## config.mk

```make
export PLATFORM = sky130hd
export DESIGN_NAME = dual_stack_shared_store_top_flat
export DESIGN_NICKNAME = d
export VERILOG_FILES = /design/src/design/dss_pkg.sv /design/src/design/dss_stream_if.sv /design/src/design/dss_ctrl.sv /design/src/design/dss_datapath.sv /design/src/design/dual_stack_shared_store_top.sv /design/src/flat_wrapper.sv
export SDC_FILE = /design/constraint.sdc
export NUM_CORES = 1
export LEC_CHECK = 0
export BUFFER_PORTS_ARGS = -buffer_cell sky130_fd_sc_hd__buf_2
export CELL_PAD_IN_SITES_DETAIL_PLACEMENT = 1
export CELL_PAD_IN_SITES_GLOBAL_PLACEMENT = 2
export CORE_MARGIN = 5
export CORE_UTILIZATION = 41
export DETAILED_ROUTE_END_ITERATION = 6
export GPL_TIMING_DRIVEN = 1
export PLACE_DENSITY = 0.74
export SETUP_SLACK_MARGIN = 0.15
export SLEW_MARGIN = 20
export SYNTH_ARGS = -nofsm -noshare
export SYNTH_HDL_FRONTEND = slang
export SYNTH_HIERARCHICAL = 1
export SYNTH_SLANG_ARGS = --single-unit
```

## constraint.sdc

```tcl
create_clock -name clock -period 10 [get_ports clock]
set_clock_uncertainty 0.1 [all_clocks]
set_input_delay 1 -clock clock [delete_from_list [all_inputs] [get_ports clock]]
set_output_delay 1 -clock clock [all_outputs]
set_load 0.1 [all_outputs]
```

## src/design/dss_pkg.sv

```systemverilog
// shared types and constants for the dual stack shared store
`default_nettype none

package dss_pkg;

   typedef enum logic [1:0] {
      OP_PUSH    = 2'd0,
      OP_POP     = 2'd1,
      OP_PEEK    = 2'd2,
      OP_DISPLAY = 2'd3
   } op_type;

   typedef enum logic [1:0] {
      ST_OK       = 2'd0,
      ST_OVERFLOW = 2'd1,
      ST_EMPTY    = 2'd2
   } status_type;

   typedef enum logic [1:0] {
      S_IDLE,
      S_EXEC,
      S_READ,
      S_OUT
   } state_type;

   localparam int unsigned DATA_W = 32;

   // controller to datapath
   typedef struct packed {
      logic capture;
      logic push;
      logic overflow;
      logic empty_rsp;
      logic read_first;
      logic read_next;
      logic load_read;
   } cmd_type;

   // datapath to controller
   typedef struct packed {
      op_type op;
      logic   full;
      logic   empty;
      logic   last_out;
   } stat_type;

endpackage

`default_nettype wire

```

## src/design/dss_stream_if.sv

```systemverilog
// request and response channel interfaces
`default_nettype none

interface dss_req_if;
   logic                                valid;
   logic                                ready;
   logic [1:0]                          operation;
   logic                                stack_select;
   logic signed [dss_pkg::DATA_W-1:0]   push_value;

   modport source (output valid, output operation, output stack_select,
                   output push_value, input ready);
   modport sink   (input valid, input operation, input stack_select,
                   input push_value, output ready);
endinterface

interface dss_rsp_if;
   logic                                valid;
   logic                                ready;
   logic [1:0]                          status;
   logic signed [dss_pkg::DATA_W-1:0]   result_value;
   logic                                last;

   modport source (output valid, output status, output result_value,
                   output last, input ready);
   modport sink   (input valid, input status, input result_value,
                   input last, output ready);
endinterface

`default_nettype wire

```

## src/design/dss_ctrl.sv

```systemverilog
// controller state machine for the dual stack shared store
`default_nettype none

module dss_ctrl (
   input  wire logic              clock,
   input  wire logic              reset,
   input  wire logic              req_valid,
   output logic                   req_ready,
   output logic                   rsp_valid,
   input  wire logic              rsp_ready,
   input  wire dss_pkg::stat_type stat,
   output dss_pkg::cmd_type       cmd
);

   dss_pkg::state_type state_ff, state_in;
   logic               accept;

   always_ff @(posedge clock) begin
      if (reset) begin
         state_ff <= dss_pkg::S_IDLE;
      end else begin
         state_ff <= state_in;
      end
   end

   always_comb begin
      cmd       = '0;
      state_in  = state_ff;
      rsp_valid = 1'b0;
      // a new beat may enter as the final result of the previous item leaves
      req_ready = (state_ff == dss_pkg::S_IDLE) ||
                  ((state_ff == dss_pkg::S_OUT) && rsp_ready && stat.last_out);
      accept    = req_valid && req_ready;
      cmd.capture = accept;

      unique case (state_ff)
         dss_pkg::S_IDLE: begin
            if (accept) begin
               state_in = dss_pkg::S_EXEC;
            end
         end
         dss_pkg::S_EXEC: begin
            unique case (stat.op)
               dss_pkg::OP_PUSH: begin
                  if (stat.full) begin
                     cmd.overflow = 1'b1;
                  end else begin
                     cmd.push = 1'b1;
                  end
                  state_in = dss_pkg::S_OUT;
               end
               default: begin
                  if (stat.empty) begin
                     cmd.empty_rsp = 1'b1;
                     state_in      = dss_pkg::S_OUT;
                  end else begin
                     cmd.read_first = 1'b1;
                     state_in       = dss_pkg::S_READ;
                  end
               end
            endcase
         end
         dss_pkg::S_READ: begin
            cmd.load_read = 1'b1;
            state_in      = dss_pkg::S_OUT;
         end
         dss_pkg::S_OUT: begin
            rsp_valid = 1'b1;
            if (rsp_ready) begin
               if (!stat.last_out) begin
                  cmd.read_next = 1'b1;
                  state_in      = dss_pkg::S_READ;
               end else if (accept) begin
                  state_in = dss_pkg::S_EXEC;
               end else begin
                  state_in = dss_pkg::S_IDLE;
               end
            end
         end
         default: begin
            state_in = dss_pkg::S_IDLE;
         end
      endcase
   end

endmodule

`default_nettype wire

```

## src/design/dss_datapath.sv

```systemverilog
// datapath: shared word store, stack counts, read walker and result register
`default_nettype none

module dss_datapath #(
   parameter int unsigned DEPTH = 16
) (
   input  wire logic                                clock,
   input  wire logic                                reset,
   input  wire dss_pkg::cmd_type                    cmd,
   output dss_pkg::stat_type                        stat,
   input  wire logic [1:0]                          req_operation,
   input  wire logic                                req_stack_select,
   input  wire logic signed [dss_pkg::DATA_W-1:0]   req_push_value,
   output logic [1:0]                               rsp_status,
   output logic signed [dss_pkg::DATA_W-1:0]        rsp_result_value,
   output logic                                     rsp_last
);

   localparam int unsigned AW = (DEPTH > 1) ? $clog2(DEPTH) : 1;
   localparam int unsigned CW = $clog2(DEPTH + 1);

   logic [dss_pkg::DATA_W-1:0] mem [DEPTH];

   dss_pkg::op_type            op_ff;
   logic                       sel_ff;
   logic [dss_pkg::DATA_W-1:0] value_ff;
   logic [CW-1:0]              count_a_ff, count_b_ff;
   logic [AW-1:0]              addr_ff;
   logic [CW-1:0]              rem_ff;
   logic [dss_pkg::DATA_W-1:0] rd_data_ff;
   dss_pkg::status_type        status_ff;
   logic [dss_pkg::DATA_W-1:0] result_ff;
   logic                       last_ff;

   logic [CW-1:0]              cnt_sel;
   logic [CW:0]                total;
   logic [CW-1:0]              push_addr_w, top_addr_w;
   logic [AW-1:0]              push_addr, top_addr, next_addr, rd_addr;

   always_comb begin
      cnt_sel     = sel_ff ? count_b_ff : count_a_ff;
      total       = {1'b0, count_a_ff} + {1'b0, count_b_ff};
      push_addr_w = sel_ff ? (CW'(DEPTH - 1) - count_b_ff) : count_a_ff;
      top_addr_w  = sel_ff ? (CW'(DEPTH) - count_b_ff) : (count_a_ff - CW'(1));
      push_addr   = push_addr_w[AW-1:0];
      top_addr    = top_addr_w[AW-1:0];
      // stack a walks down toward word 0, stack b walks up toward the last word
      next_addr   = sel_ff ? (addr_ff + AW'(1)) : (addr_ff - AW'(1));
      rd_addr     = cmd.read_first ? top_addr : next_addr;

      stat.op       = op_ff;
      stat.full     = (total >= (CW+1)'(DEPTH));
      stat.empty    = (cnt_sel == '0);
      stat.last_out = last_ff;
   end

   always_ff @(posedge clock) begin
      if (cmd.capture) begin
         op_ff    <= dss_pkg::op_type'(req_operation);
         sel_ff   <= req_stack_select;
         value_ff <= req_push_value;
      end
   end

   always_ff @(posedge clock) begin
      if (cmd.push) begin
         mem[push_addr] <= value_ff;
      end
      if (cmd.read_first || cmd.read_next) begin
         rd_data_ff <= mem[rd_addr];
      end
   end

   always_ff @(posedge clock) begin
      if (cmd.read_first || cmd.read_next) begin
         addr_ff <= rd_addr;
         rem_ff  <= cmd.read_first ? cnt_sel : (rem_ff - CW'(1));
      end
   end

   always_ff @(posedge clock) begin
      if (reset) begin
         count_a_ff <= '0;
         count_b_ff <= '0;
      end else if (cmd.push) begin
         if (sel_ff) begin
            count_b_ff <= count_b_ff + CW'(1);
         end else begin
            count_a_ff <= count_a_ff + CW'(1);
         end
      end else if (cmd.load_read && (op_ff == dss_pkg::OP_POP)) begin
         if (sel_ff) begin
            count_b_ff <= count_b_ff - CW'(1);
         end else begin
            count_a_ff <= count_a_ff - CW'(1);
         end
      end
   end

   always_ff @(posedge clock) begin
      if (cmd.push) begin
         status_ff <= dss_pkg::ST_OK;
         result_ff <= value_ff;
         last_ff   <= 1'b1;
      end else if (cmd.overflow) begin
         status_ff <= dss_pkg::ST_OVERFLOW;
         result_ff <= '0;
         last_ff   <= 1'b1;
      end else if (cmd.empty_rsp) begin
         status_ff <= dss_pkg::ST_EMPTY;
         result_ff <= '0;
         last_ff   <= 1'b1;
      end else if (cmd.load_read) begin
         status_ff <= dss_pkg::ST_OK;
         result_ff <= rd_data_ff;
         last_ff   <= (op_ff != dss_pkg::OP_DISPLAY) || (rem_ff == CW'(1));
      end
   end

   assign rsp_status       = status_ff;
   assign rsp_result_value = result_ff;
   assign rsp_last         = last_ff;

endmodule

`default_nettype wire

```

## src/design/dual_stack_shared_store_top.sv

```systemverilog
// top level of the dual stack shared store
// Two stacks share one store of DEPTH 32-bit words: stack a grows up from
// word 0, stack b grows down from word DEPTH-1.
// req_bus carries one beat per request (operation, stack_select, push_value);
// rsp_bus returns result beats (status, result_value, last).
// Push and all error results are registered in the execute state after the
// request beat is captured. Pop and peek also issue the store read there,
// and the read state registers the read data into the result register.
// Display gives its first element like pop and peek; once an element is
// taken, the next is read from the store, one store read per element.
// One request is in flight at a time; a new request is taken in the same
// cycle that the final result beat of the previous one is taken.
// Reset empties both stacks and clears the controller; store contents are
// left as they are. While the receiver holds rsp_bus.ready low the result
// beat stays registered and stable and no new request is taken.
`default_nettype none

module dual_stack_shared_store_top #(
   parameter int unsigned DEPTH = 16
) (
   input  wire logic  clock,
   input  wire logic  reset,
   dss_req_if.sink    req_bus,
   dss_rsp_if.source  rsp_bus
);

   dss_pkg::cmd_type  cmd;
   dss_pkg::stat_type stat;

   dss_ctrl u_ctrl (
      .clock     (clock),
      .reset     (reset),
      .req_valid (req_bus.valid),
      .req_ready (req_bus.ready),
      .rsp_valid (rsp_bus.valid),
      .rsp_ready (rsp_bus.ready),
      .stat      (stat),
      .cmd       (cmd)
   );

   dss_datapath #(
      .DEPTH (DEPTH)
   ) u_datapath (
      .clock            (clock),
      .reset            (reset),
      .cmd              (cmd),
      .stat             (stat),
      .req_operation    (req_bus.operation),
      .req_stack_select (req_bus.stack_select),
      .req_push_value   (req_bus.push_value),
      .rsp_status       (rsp_bus.status),
      .rsp_result_value (rsp_bus.result_value),
      .rsp_last         (rsp_bus.last)
   );

endmodule

`default_nettype wire

```

## src/flat_wrapper.sv

```systemverilog
// flat-port wrapper written by rule: the top's interface ports become plain ports
module dual_stack_shared_store_top_flat 
#(
   parameter int unsigned DEPTH = 16
)
  (clock, reset, req_bus_valid, req_bus_operation, req_bus_stack_select, req_bus_push_value, req_bus_ready, rsp_bus_valid, rsp_bus_status, rsp_bus_result_value, rsp_bus_last, rsp_bus_ready);
  dss_req_if req_bus_i ();
  dss_rsp_if rsp_bus_i ();
  input  wire logic clock;
  input  wire logic reset;
  input wire logic [$bits(req_bus_i.valid)-1:0] req_bus_valid;
  input wire logic [$bits(req_bus_i.operation)-1:0] req_bus_operation;
  input wire logic [$bits(req_bus_i.stack_select)-1:0] req_bus_stack_select;
  input wire logic [$bits(req_bus_i.push_value)-1:0] req_bus_push_value;
  output wire logic [$bits(req_bus_i.ready)-1:0] req_bus_ready;
  output wire logic [$bits(rsp_bus_i.valid)-1:0] rsp_bus_valid;
  output wire logic [$bits(rsp_bus_i.status)-1:0] rsp_bus_status;
  output wire logic [$bits(rsp_bus_i.result_value)-1:0] rsp_bus_result_value;
  output wire logic [$bits(rsp_bus_i.last)-1:0] rsp_bus_last;
  input wire logic [$bits(rsp_bus_i.ready)-1:0] rsp_bus_ready;
  assign req_bus_i.valid = req_bus_valid;
  assign req_bus_i.operation = req_bus_operation;
  assign req_bus_i.stack_select = req_bus_stack_select;
  assign req_bus_i.push_value = req_bus_push_value;
  assign req_bus_ready = req_bus_i.ready;
  assign rsp_bus_valid = rsp_bus_i.valid;
  assign rsp_bus_status = rsp_bus_i.status;
  assign rsp_bus_result_value = rsp_bus_i.result_value;
  assign rsp_bus_last = rsp_bus_i.last;
  assign rsp_bus_i.ready = rsp_bus_ready;
  dual_stack_shared_store_top #(.DEPTH(DEPTH)) u_core (.clock(clock), .reset(reset), .req_bus(req_bus_i), .rsp_bus(rsp_bus_i));
endmodule
```

==> results of run 1 <==
layout make-up:
cell class / instances / share of cell area, %
Multi-Input combinational cell: 721 / 21.2
Clock inverter: 30 / 0.661
Timing Repair Buffer: 107 / 2.18
Tap cell: 837 / 3.64
Clock buffer: 90 / 6.35
Inverter: 18 / 0.235
Sequential cell: 635 / 65.7
kinds of logic after synthesis:
family	share of synthesized area, %
buffers and inverters	2.67
XOR/XNOR	0.549
multiplexers	13.1
AO/OA/AOI/OAI	5.86
AND/OR/NAND/NOR	2.91
flip-flops	74.1
adder cells (fa/ha/maj)	0.843
registers in the layout, summed over array words and instances (netlist names):
signal and cells:
u_core/u_datapath/mem 512, u_core/u_datapath/rd_data_ff 32, u_core/u_datapath/rsp_result_value 32, u_core/u_datapath/value_ff 32
u_core/u_datapath/count_a_ff 5, u_core/u_datapath/count_b_ff 5, u_core/u_datapath/rem_ff 5, u_core/u_datapath/addr_ff 4
u_core/u_ctrl/state_ff 2, u_core/u_datapath/op_ff 2, u_core/u_datapath/rsp_status 2, u_core/u_datapath/rsp_last 1
u_core/u_datapath/sel_ff 1
placed cells by master, fill, tap and decap left out, drive strengths merged, types with 22 or more instances in the layout:
master / netlist / final
nand2: 80 / 80
a22oi: 32 / 32
buf: 55 / 107
mux2i: 253 / 253
clkinv: 0 / 26
a22o: 32 / 32
mux2: 63 / 63
edfxtp: 620 / 620
o21ai: 72 / 72
o221ai: 32 / 32
clkbuf: 27 / 90
inv: 18 / 22
nor2: 40 / 40
metrics by stage:
step	total power (uW)	hold WS, ns	util, %	worst slack (ns)
global route	7950	0.439	46.6	4.88
finish	7610	0.398	46.6	5.11
global placement	5340	0.386	43.4	5.24
floorplan	4950	0.371	-	6.01
detailed placement	5380	0.391	43.4	5.14
CTS	7720	0.406	46.6	5.11
where the power goes:
part / leakage, uW / total, uW / internal (uW) / switching, uW
logic: 0.00333 / 2000 / 643 / 1350
registers: 0.00574 / 3300 / 3180 / 121
clock network: 0.000977 / 2310 / 1290 / 1020
per-layer routing:
layer | up-vias | routed length, microns
met5 | - | 0
met4 | 0 | 1150
met3 | 71 | 2790
met2 | 296 | 29900
met1 | 6840 | 26200
li1 | 5917 | -
worst register-to-register path, cell delays in order (launching register included):
cell      delay (ns)
dfxtp_1         0.42
or4_4           0.59
mux2i_1         0.13
nor2b_1         0.24
nor3b_2         0.07
buf_4           0.21
a31oi_4         0.14
buf_4           0.82
buf_4           1.01
mux2i_1         0.36
mux2i_1         0.11
a22oi_1         0.25
o221ai_1        0.16
path summary, 6_finish.rpt:
kind              slack (ns)                          endpoint                             from
hold reg to reg         0.40   u_core/u_datapath/rsp_status[0]  u_core/u_datapath/rsp_status[0]
setup reg to reg        5.11  u_core/u_datapath/rd_data_ff[11]  u_core/u_datapath/count_b_ff[0]
hold / removal          0.40   u_core/u_datapath/rsp_status[0]  u_core/u_datapath/rsp_status[0]
setup / recovery        5.11  u_core/u_datapath/rd_data_ff[11]  u_core/u_datapath/count_b_ff[0]
==> metrics.txt, run 1 <==
DR vias/cell 5.38; RSZ-0062 raised after global routing no; Rows 91; Max Cap Viol 0; EDFF count, synth 620; Final period util 48.9%; HPWL Detailed 30400 microns; syn nets 1513; crit path time final 4.89 ns; Avg WL per Cell 24.6 microns; Inserted Clock Buffers 70; P&R area growth vs syn 12.8%; Hold Crit Depth 2; dominant synthesized flop cell edfxtp_1; met3 Track Usage GR 2.83%; GR Overflow Total 0; Die ar. 67300 sq um; worst-margin pin slew 1.08 ns; Pleak 0.0100 uW; Hold Crit Class register to register; Ys Warns 6; Post-CTS Setup Repair Bufs 0; Routed WL 60000 microns; global-route wire length before repair 89100 microns; Hold Buf Count CTS 0; met2 Usage GRT 30.0%; Final Hold Vio Count 0; # diodes 0; f_max 0.204 GHz; core footprint 61700 sq um; Synth area leaders edfxtp_1 (73%), mux2i_1 (9.9%), mux2_2 (2.8%), o21ai_0 (1.4%), dfxtp_1 (1.2%); placed cell count 2318; vias 13.1k; Cell Area, Synth 25500 sq um; TritonRoute pass-1 iters 4; post-CTS sizing 0; Final ANT Viol Nets 0; clk slew on worst S/H paths 0.06 ns; Setup CP Type register to register; CTS root buffer clkbuf_16; cell count along the critical path 12; maximum buffer depth of the clock tree 3; total setup violations reported at the end of the flow 0; Buf/Inv on CP 3; Die Height 260 microns; effective utilization at floorplan 41.4%; share of cells above drive strength 1 19.0%; number of distinct library cells after synthesis 63; status finished clean; Multi-input gate area 6110 sq um; initial antenna violation count 1; post-synthesis async set-or-reset flop share 0%; Ports 76; total global-route track usage 17.7%; VDD IR-drop max 0.000188 V; Max FO, Critical Path 64; sequential fraction of the synthesis area 74.1%; GRT Max-Usage Layer met2; Worst R2R Path Depth 12; initial drt markers 958; Final Wtd Congestion 0.737; vias in the first global route 14.0k; total negative slack 0 ns; Worst path max stage delay 0.94 ns; worst path cell trace or4_4, mux2i_1, nor2b_1, nor3b_2, buf_4, a31oi_4, buf_4, buf_4, mux2i_1, mux2i_1, a22oi_1, o221ai_1; share of the synthesized area in the top cell type 72.9%; Die X 260 microns; met1 usage 23.7%; CP endpoint kind register; Power Density 264 nW/um^2; CP top delay family buffers and inverters; Mapped Avg Cell Area 17.5 sq um; Slew Limit Headroom 28.2%; Synth Instances 1458; Residual DRC 0; Clock Latency Late Sink 0.61 ns; Synth area leader edfxtp_1; CP Launch Type register; most common cell in the netlist edfxtp_1; Finished Cell Area 28800 sq um; largest net degree at the start of global routing 130; Yosys reg bits 635; Placement Cell Area 26800 sq um; non-filler cells, final 2438; Max Slew Vio Count 0; CTS tree built; synth cell count leaders edfxtp_1 (620), mux2i_1 (253), nand2_1 (78), o21ai_0 (71), mux2_2 (63); clock sinks 635; Seq. cell area 18900 sq um; H-tree levels 3; CP Data Arrival Time 5.10 ns; Port Buffer Count 75; layout filler cell count 5955; number of nets in the layout 1608; slowest CP cell buf_4; Worst Path Required 10.20 ns
(Power assumes the default switching activity.)
==> run 2, diff against run 1 <==
Settings changed: PLACE_DENSITY 0.74 to 0.77.
Clock period 10 ns to 4.2 ns, I/O delays scaled along.
==> metrics.txt, run 2 (synthesized netlist as in run 1, its figures left out) <==
VDD IR-drop max 0.000388 V (+110%); effective utilization at floorplan 41.4% (unchanged); CP Data Arrival Time 4.02 ns (-1.08 ns); Die X 260 microns (unchanged); P&R area growth vs syn 16.1%; clk slew on worst S/H paths 0.06 ns (about the same); Max Slew Vio Count 0 (unchanged); total setup violations reported at the end of the flow 0 (unchanged); Worst R2R Path Depth 11 (-1); worst-margin pin slew 1.17 ns (+0.0960 ns); crit path time final 3.82 ns (-1.07 ns); Die ar. 67300 sq um (unchanged); max reg flops 512 (unchanged); Ports 76 (unchanged); Hold Crit Depth 2 (unchanged); vias in the first global route 14.1k (+0.35%); Pleak 0.0104 uW (+3.5%); Most flops, register u_core/u_datapath/mem; Final period util 91.0% (+42 points); layout filler cell count 5862 (-1.6%); Final ANT Viol Nets 0 (unchanged); initial drt markers 981 (+2.4%); H-tree levels 3 (unchanged); Avg WL per Cell 24.5 microns (-0.30%); post-place setup slack 0.474 ns (-4.67 ns); post-CTS sizing 0 (unchanged); Max Cap Viol 0 (unchanged); CTS tree built; total power 18500 uW (+140%); fin worst setup slack 0.380 ns (-4.73 ns); GR Overflow Total 0 (unchanged); switching share of total power 32.3% (-0.48 points); largest net degree at the start of global routing 79 (-39%); share of cells above drive strength 1 19.9% (+0.87 points); Rows 91 (unchanged); HPWL Detailed 31200 microns (+2.7%); Multi-input gate area 6110 sq um (unchanged); maximum buffer depth of the clock tree 3 (unchanged); Worst Path Required 4.40 ns (-5.80 ns); P_int 12500 uW (+140%); Slew Limit Headroom 21.5% (-6.8 points); Psw 5970 uW (+140%); # diodes 0 (unchanged); total global-route track usage 18.0% (+0.33 points); Residual DRC 0 (unchanged); vias 13.4k (+1.8%); CP Launch Type register; most frequent cells in the layout edfxtp_1 (620), mux2i_1 (253), nand2_1 (77), buf_2 (75), o21ai_0 (71); Final Wtd Congestion 0.732 (-0.66%); initial antenna violation count 1 (unchanged); status finished clean; Clock Latency Late Sink 0.60 ns (about the same); commonest non-fill, non-tap cell in the layout edfxtp_1; Comb power frac 26.6% (+0.4 points); Power Density 623 nW/um^2 (+140%); Die Height 260 microns (unchanged); clock sinks 635 (unchanged); Max FO, Critical Path 28 (-56%); number of nets in the layout 1657 (+3.0%); Placement Cell Area 27200 sq um (+1.6%); Setup CP Type register to register; CP endpoint kind register; f_max 0.262 GHz (+28%); Routed WL 61100 microns (+1.8%); fin util 48.0% (+1.4 points); TritonRoute pass-1 iters 5 (+1); DR vias/cell 5.37 (-0.26%); Final Hold Vio Count 0 (unchanged); Seq pwr share 42.6% (-0.8 points); total negative slack 0 ns (unchanged); Port Buffer Count 75 (unchanged); core footprint 61700 sq um (unchanged); Inserted Clock Buffers 67 (-4.3%); CTS root buffer clkbuf_16; RSZ-0062 raised after global routing no; Seq. cell area 18900 sq um (unchanged); Clk pwr share 30.9% (+0.5 points); Hold Crit Class primary input to register; Finished Cell Area 29600 sq um (+3.0%); global-route wire length before repair 90500 microns (+1.6%)
run 2: cell count changes in the layout (fill, tap and decap cells not counted), sizes merged:
cell / delta
dlygate4sd3: +35
clkbuf: -9
bufinv: +5
clkinvlp: +3
buf: +17
run 2: path summary, 6_finish.rpt:
check	startpoint	endpoint	slack, ns
max	u_core/u_datapath/count_b_ff[0]	u_core/u_datapath/rd_data_ff[22]	0.38
min	reset	u_core/u_datapath/count_a_ff[0]	0.06
max reg2reg	u_core/u_datapath/count_b_ff[0]	u_core/u_datapath/rd_data_ff[22]	0.38
min reg2reg	u_core/u_datapath/rsp_status[0]	u_core/u_datapath/rsp_status[0]	0.39
run 2: cell type report:
cell class / instances / share of cell area (%)
clock buffer: 81 / 5.91
clock inverter: 38 / 1.14
inverter: 18 / 0.228
multi-input combinational: 721 / 20.6
sequential: 635 / 63.8
tap: 837 / 3.53
timing repair buffer: 159 / 4.75
run 2: metrics by stage:
step | cells | hold slack, ns
after floorplan | 1458 | 0.371
after global placement | 2335 | 0.375
after detailed placement | 2335 | 0.390
after CTS | 2489 | 0.0345
after global routing | 2489 | 0.0779
final | 2489 | 0.0624
run 2: timing repair:
item / in CTS / in global routing
hold buffers: 35 / 0
buffers inserted: 0 / 0
hold endpoints to repair: 35 / 0
run 2: worst max-delay path, stage by stage, from the launching register on:
cell	delay, ns
dfxtp_1	0.42
or4_4	0.59
mux2i_1	0.14
nor2b_1	0.27
nor3b_2	0.15
buf_4	0.19
a31oi_4	0.15
buf_12	0.26
buf_4	0.38
mux2_2	0.37
o21ai_0	0.27
o221ai_1	0.19
run 2: routing by layer:
metal	track usage, %	vias up	wire [microns]
met2	30.8	285	30800
met5	0	-	0
met1	24.0	6974	26400
met3	2.98	83	2720
met4	4.99	0	1200
li1	-	6022	-
run 2: power groups by stage:
stage | clock (uW) | combinational (uW) | sequential, uW
2_1_floorplan | 0 | 2960 | 8810
3_3_place_gp | 0 | 4840 | 7970
3_5_place_dp | 0 | 4910 | 7990
4_1_cts | 5860 | 4960 | 7870
5_1_grt | 6150 | 5220 | 7900
6_report | 5700 | 4910 | 7860
==> run 3, diff against run 2 <==
Settings changed: ABC_AREA from default to 1, CAP_MARGIN from default to 10, CORE_UTILIZATION 41 to 38, PLACE_DENSITY 0.77 to 0.79.
==> metrics.txt, run 3 <==
status finished clean; slowest CP cell edfxtp_1; Placement Cell Area 29500 sq um (+8.4%); core footprint 72600 sq um (+18%); Final ANT Viol Nets 0 (unchanged); Die ar. 78300 sq um (+16%); Mapped Avg Cell Area 11.0 sq um (-37%); register-to-register setup slack 0.43 ns (+0.05 ns); global-route wire length before repair 125000 microns (+38%); EDFF count, synth 620 (unchanged); CP endpoint kind register; DR vias/cell 5.25 (-2.3%); Avg WL per Cell 22.9 microns (-6.8%); Cell Area, Synth 27700 sq um (+8.4%); post-synthesis async set-or-reset flop share 0% (unchanged); synth cell count leaders nand3_1 (629), edfxtp_1 (620), inv_1 (487), nand2_1 (387), buf_2 (102); Port Buffer Count 75 (unchanged); Hold Crit Depth 4 (+2); Final Hold Vio Count 0 (unchanged); Yosys reg bits 635 (unchanged); Clock Latency Late Sink 0.61 ns (about the same); P&R area growth vs syn 15.7%; Setup CP Type register to register; most frequent cells in the layout nand3_1 (629), edfxtp_1 (620), inv_1 (487), nand2_1 (380); total setup violations reported at the end of the flow 0 (unchanged); f_max 0.266 GHz (+1.4%); Synth area leader edfxtp_1; TritonRoute pass-1 iters 5 (unchanged); Final Wtd Congestion 0.792 (+8.2%); Pleak 0.0131 uW (+26%); Routed WL 82900 microns (+36%); Residual DRC 0 (unchanged); VDD IR-drop max 0.000342 V (-12%); placed cell count 3463 (+48%); CP top delay family simple AND/OR/NAND/NOR gates; Worst path max stage delay 0.80 ns (+0.21 ns); layout filler cell count 7845 (+34%); Hold Crit Class primary input to register; worst reg2reg startpoint u_core/u_datapath/sel_ff; Final period util 89.7% (-1.3 points); Max Cap Viol 0 (unchanged); Rows 99 (+8.8%); CP Launch Type register; maximum buffer depth of the clock tree 3 (unchanged); post-place setup slack 0.476 ns (+0.00174 ns); Most flops, register u_core/u_datapath/mem; Post-CTS Setup Repair Bufs 0 (unchanged); Die X 280 microns (+7.8%); number of nets in the layout 2669 (+61%); RR Endpoint u_core/u_datapath/rd_data_ff[20]; dominant synthesized flop cell edfxtp_1; initial antenna violation count 0 (-1); worst-margin pin slew 0.914 ns (-0.259 ns); RSZ-0062 raised after global routing no; Worst Path Required 4.46 ns (+0.06 ns); largest net degree at the start of global routing 120 (+52%); Max Slew Vio Count 0 (unchanged); commonest non-fill, non-tap cell in the layout nand3_1; non-filler cells, final 3624 (+46%); CTS tree built; total global-route track usage 21.0% (+3.0 points); initial drt markers 1369 (+40%); multiplexer share of the synthesized area 0.0724% (-13 points); Die Height 280 microns (+7.8%); most common cell in the netlist nand3_1; Buf/Inv on CP 3 (unchanged); clock sinks 635 (unchanged); Synth area leaders edfxtp_1 (67%), nand3_1 (11%), inv_1 (6.6%), nand2_1 (5.3%), buf_2 (1.8%); hold endpoint u_core/u_ctrl/state_ff[0]; clk slew on worst S/H paths 0.06 ns (about the same); number of distinct library cells after synthesis 34 (-46%); sequential fraction of the synthesis area 68.4% (-5.7 points); # diodes 0 (unchanged); Synth Area in Adders 0.778% (-0.065 points); Synth Instances 2509 (+72%); Post-Synth Simple-Gate Area 19.4% (+16 points); Max FO, Critical Path 48 (+71%); Worst R2R Path Depth 15 (+4); share of cells above drive strength 1 9.98% (-9.9 points); post-CTS sizing 0 (unchanged); worst path cell trace inv_1, nand2_1, nand2_1, nand3_1, nor2_1, nor3_4, buf_4, nand3_4, nand2_8, buf_12, nand2_1, nand3_1, nand3_1, nand3_1, nand2_1; Hold Buf Count CTS 36 (+2.9%); Power Density 594 nW/um^2 (-4.7%); Inserted Clock Buffers 72 (+7.5%); vias in the first global route 20.5k (+46%); CP Data Arrival Time 4.03 ns (about the same); syn nets 2564 (+69%); main combinational cell family by area after synthesis simple AND/OR/NAND/NOR gates; fin worst setup slack 0.434 ns (+0.0545 ns); vias 19.0k (+42%); H-tree levels 3 (unchanged); effective utilization at floorplan 38.1% (-3.2 points); Ys Warns 6 (unchanged); fin util 44.1% (-3.9 points); Slew Limit Headroom 38.9% (+17 points); crit path time final 3.77 ns (-0.0545 ns); HP Start rsp_bus_ready; Compound-Gate Fraction of Synth Area 1.86% (-4.0 points); Finished Cell Area 32000 sq um (+8.0%); post-synthesis xor/xnor area fraction 0.317% (-0.23 points); CTS root buffer clkbuf_16; HPWL Detailed 44100 microns (+41%); max reg flops 512 (unchanged); share of the synthesized area in the top cell type 67.3% (-5.6 points); GR Overflow Total 0 (unchanged); Ports 76 (unchanged)
==> run 3: changes by cell type in the layout (fill, tap and decap cells not counted), sizes merged, moves of 6 or more <==
cell    before  now
mux2i      253    2
inv         22  494
a31oi       10    2
o221ai      32    0
clkbuf      81   96
o21ai       72   22
nand2       80  388
nor3b        6    0
buf        124  136
nand3        4  631
mux2        63    0
nand3b       1   64
a22oi       32    0
==> run 3: logic make-up after synthesis <==
group	count (synthesis)
mux	2
flops	635
buf+inv	633
simple gates	1136
xor+xnor	10
fa+ha+maj	16
compound gates	77
==> run 3: through the flow <==
step	TNS [ns]	power [uW]	hold slack [ns]
after floorplan	-117.11	11400	0.379
after global placement	0	13100	0.404
after detailed placement	0	13200	0.394
after CTS	0	19200	0.0273
after global routing	0	19900	0.0840
final	0	19000	0.0672
==> run 3: cell type report <==
type,count,area (sq um),share of cell area (%)
timing repair buffer,172,1490,4.67
inverter,492,1850,5.77
tap,959,1200,3.75
clock inverter,29,221,0.692
sequential,635,18900,59.1
multi-input combinational,1241,6370,19.9
clock buffer,96,1960,6.11
==> run 3: layer usage <==
layer / track usage (%) / routed length [microns] / vias up
met5: 0 / 0 / -
met4: 7.14 / 2580 / 0
li1: - / - / 8660
met1: 26.6 / 34800 / 9755
met3: 2.91 / 3720 / 151
met2: 37.2 / 41800 / 444
==> run 3: worst min-delay path, delay by kind of cell <==
family | cells | cell delay, ns
buf+inv | 2 | 0.12
simple gates | 1 | 0.10
compound gates | 1 | 0.08
==> run 3: where the power goes <==
part           internal, uW  switching (uW)  leakage, uW
clock network          3450            2500      0.00107
logic                  1420            3840      0.00631
registers              7530             277      0.00573
==> run 3: worst max-delay path by stage <==
stage,from,to,depth (start not counted)
global route,u_core/u_datapath/sel_ff,u_core/u_datapath/rd_data_ff[20],15
finish,u_core/u_datapath/sel_ff,u_core/u_datapath/rd_data_ff[20],15
global placement,u_core/u_datapath/sel_ff,u_core/u_datapath/rd_data_ff[29],15
floorplan,u_core/u_datapath/count_a_ff[1],u_core/u_datapath/mem[0][0],9
CTS,u_core/u_datapath/count_a_ff[1],u_core/u_datapath/count_b_ff[4],14
detailed placement,u_core/u_datapath/count_a_ff[1],u_core/u_datapath/count_b_ff[4],14
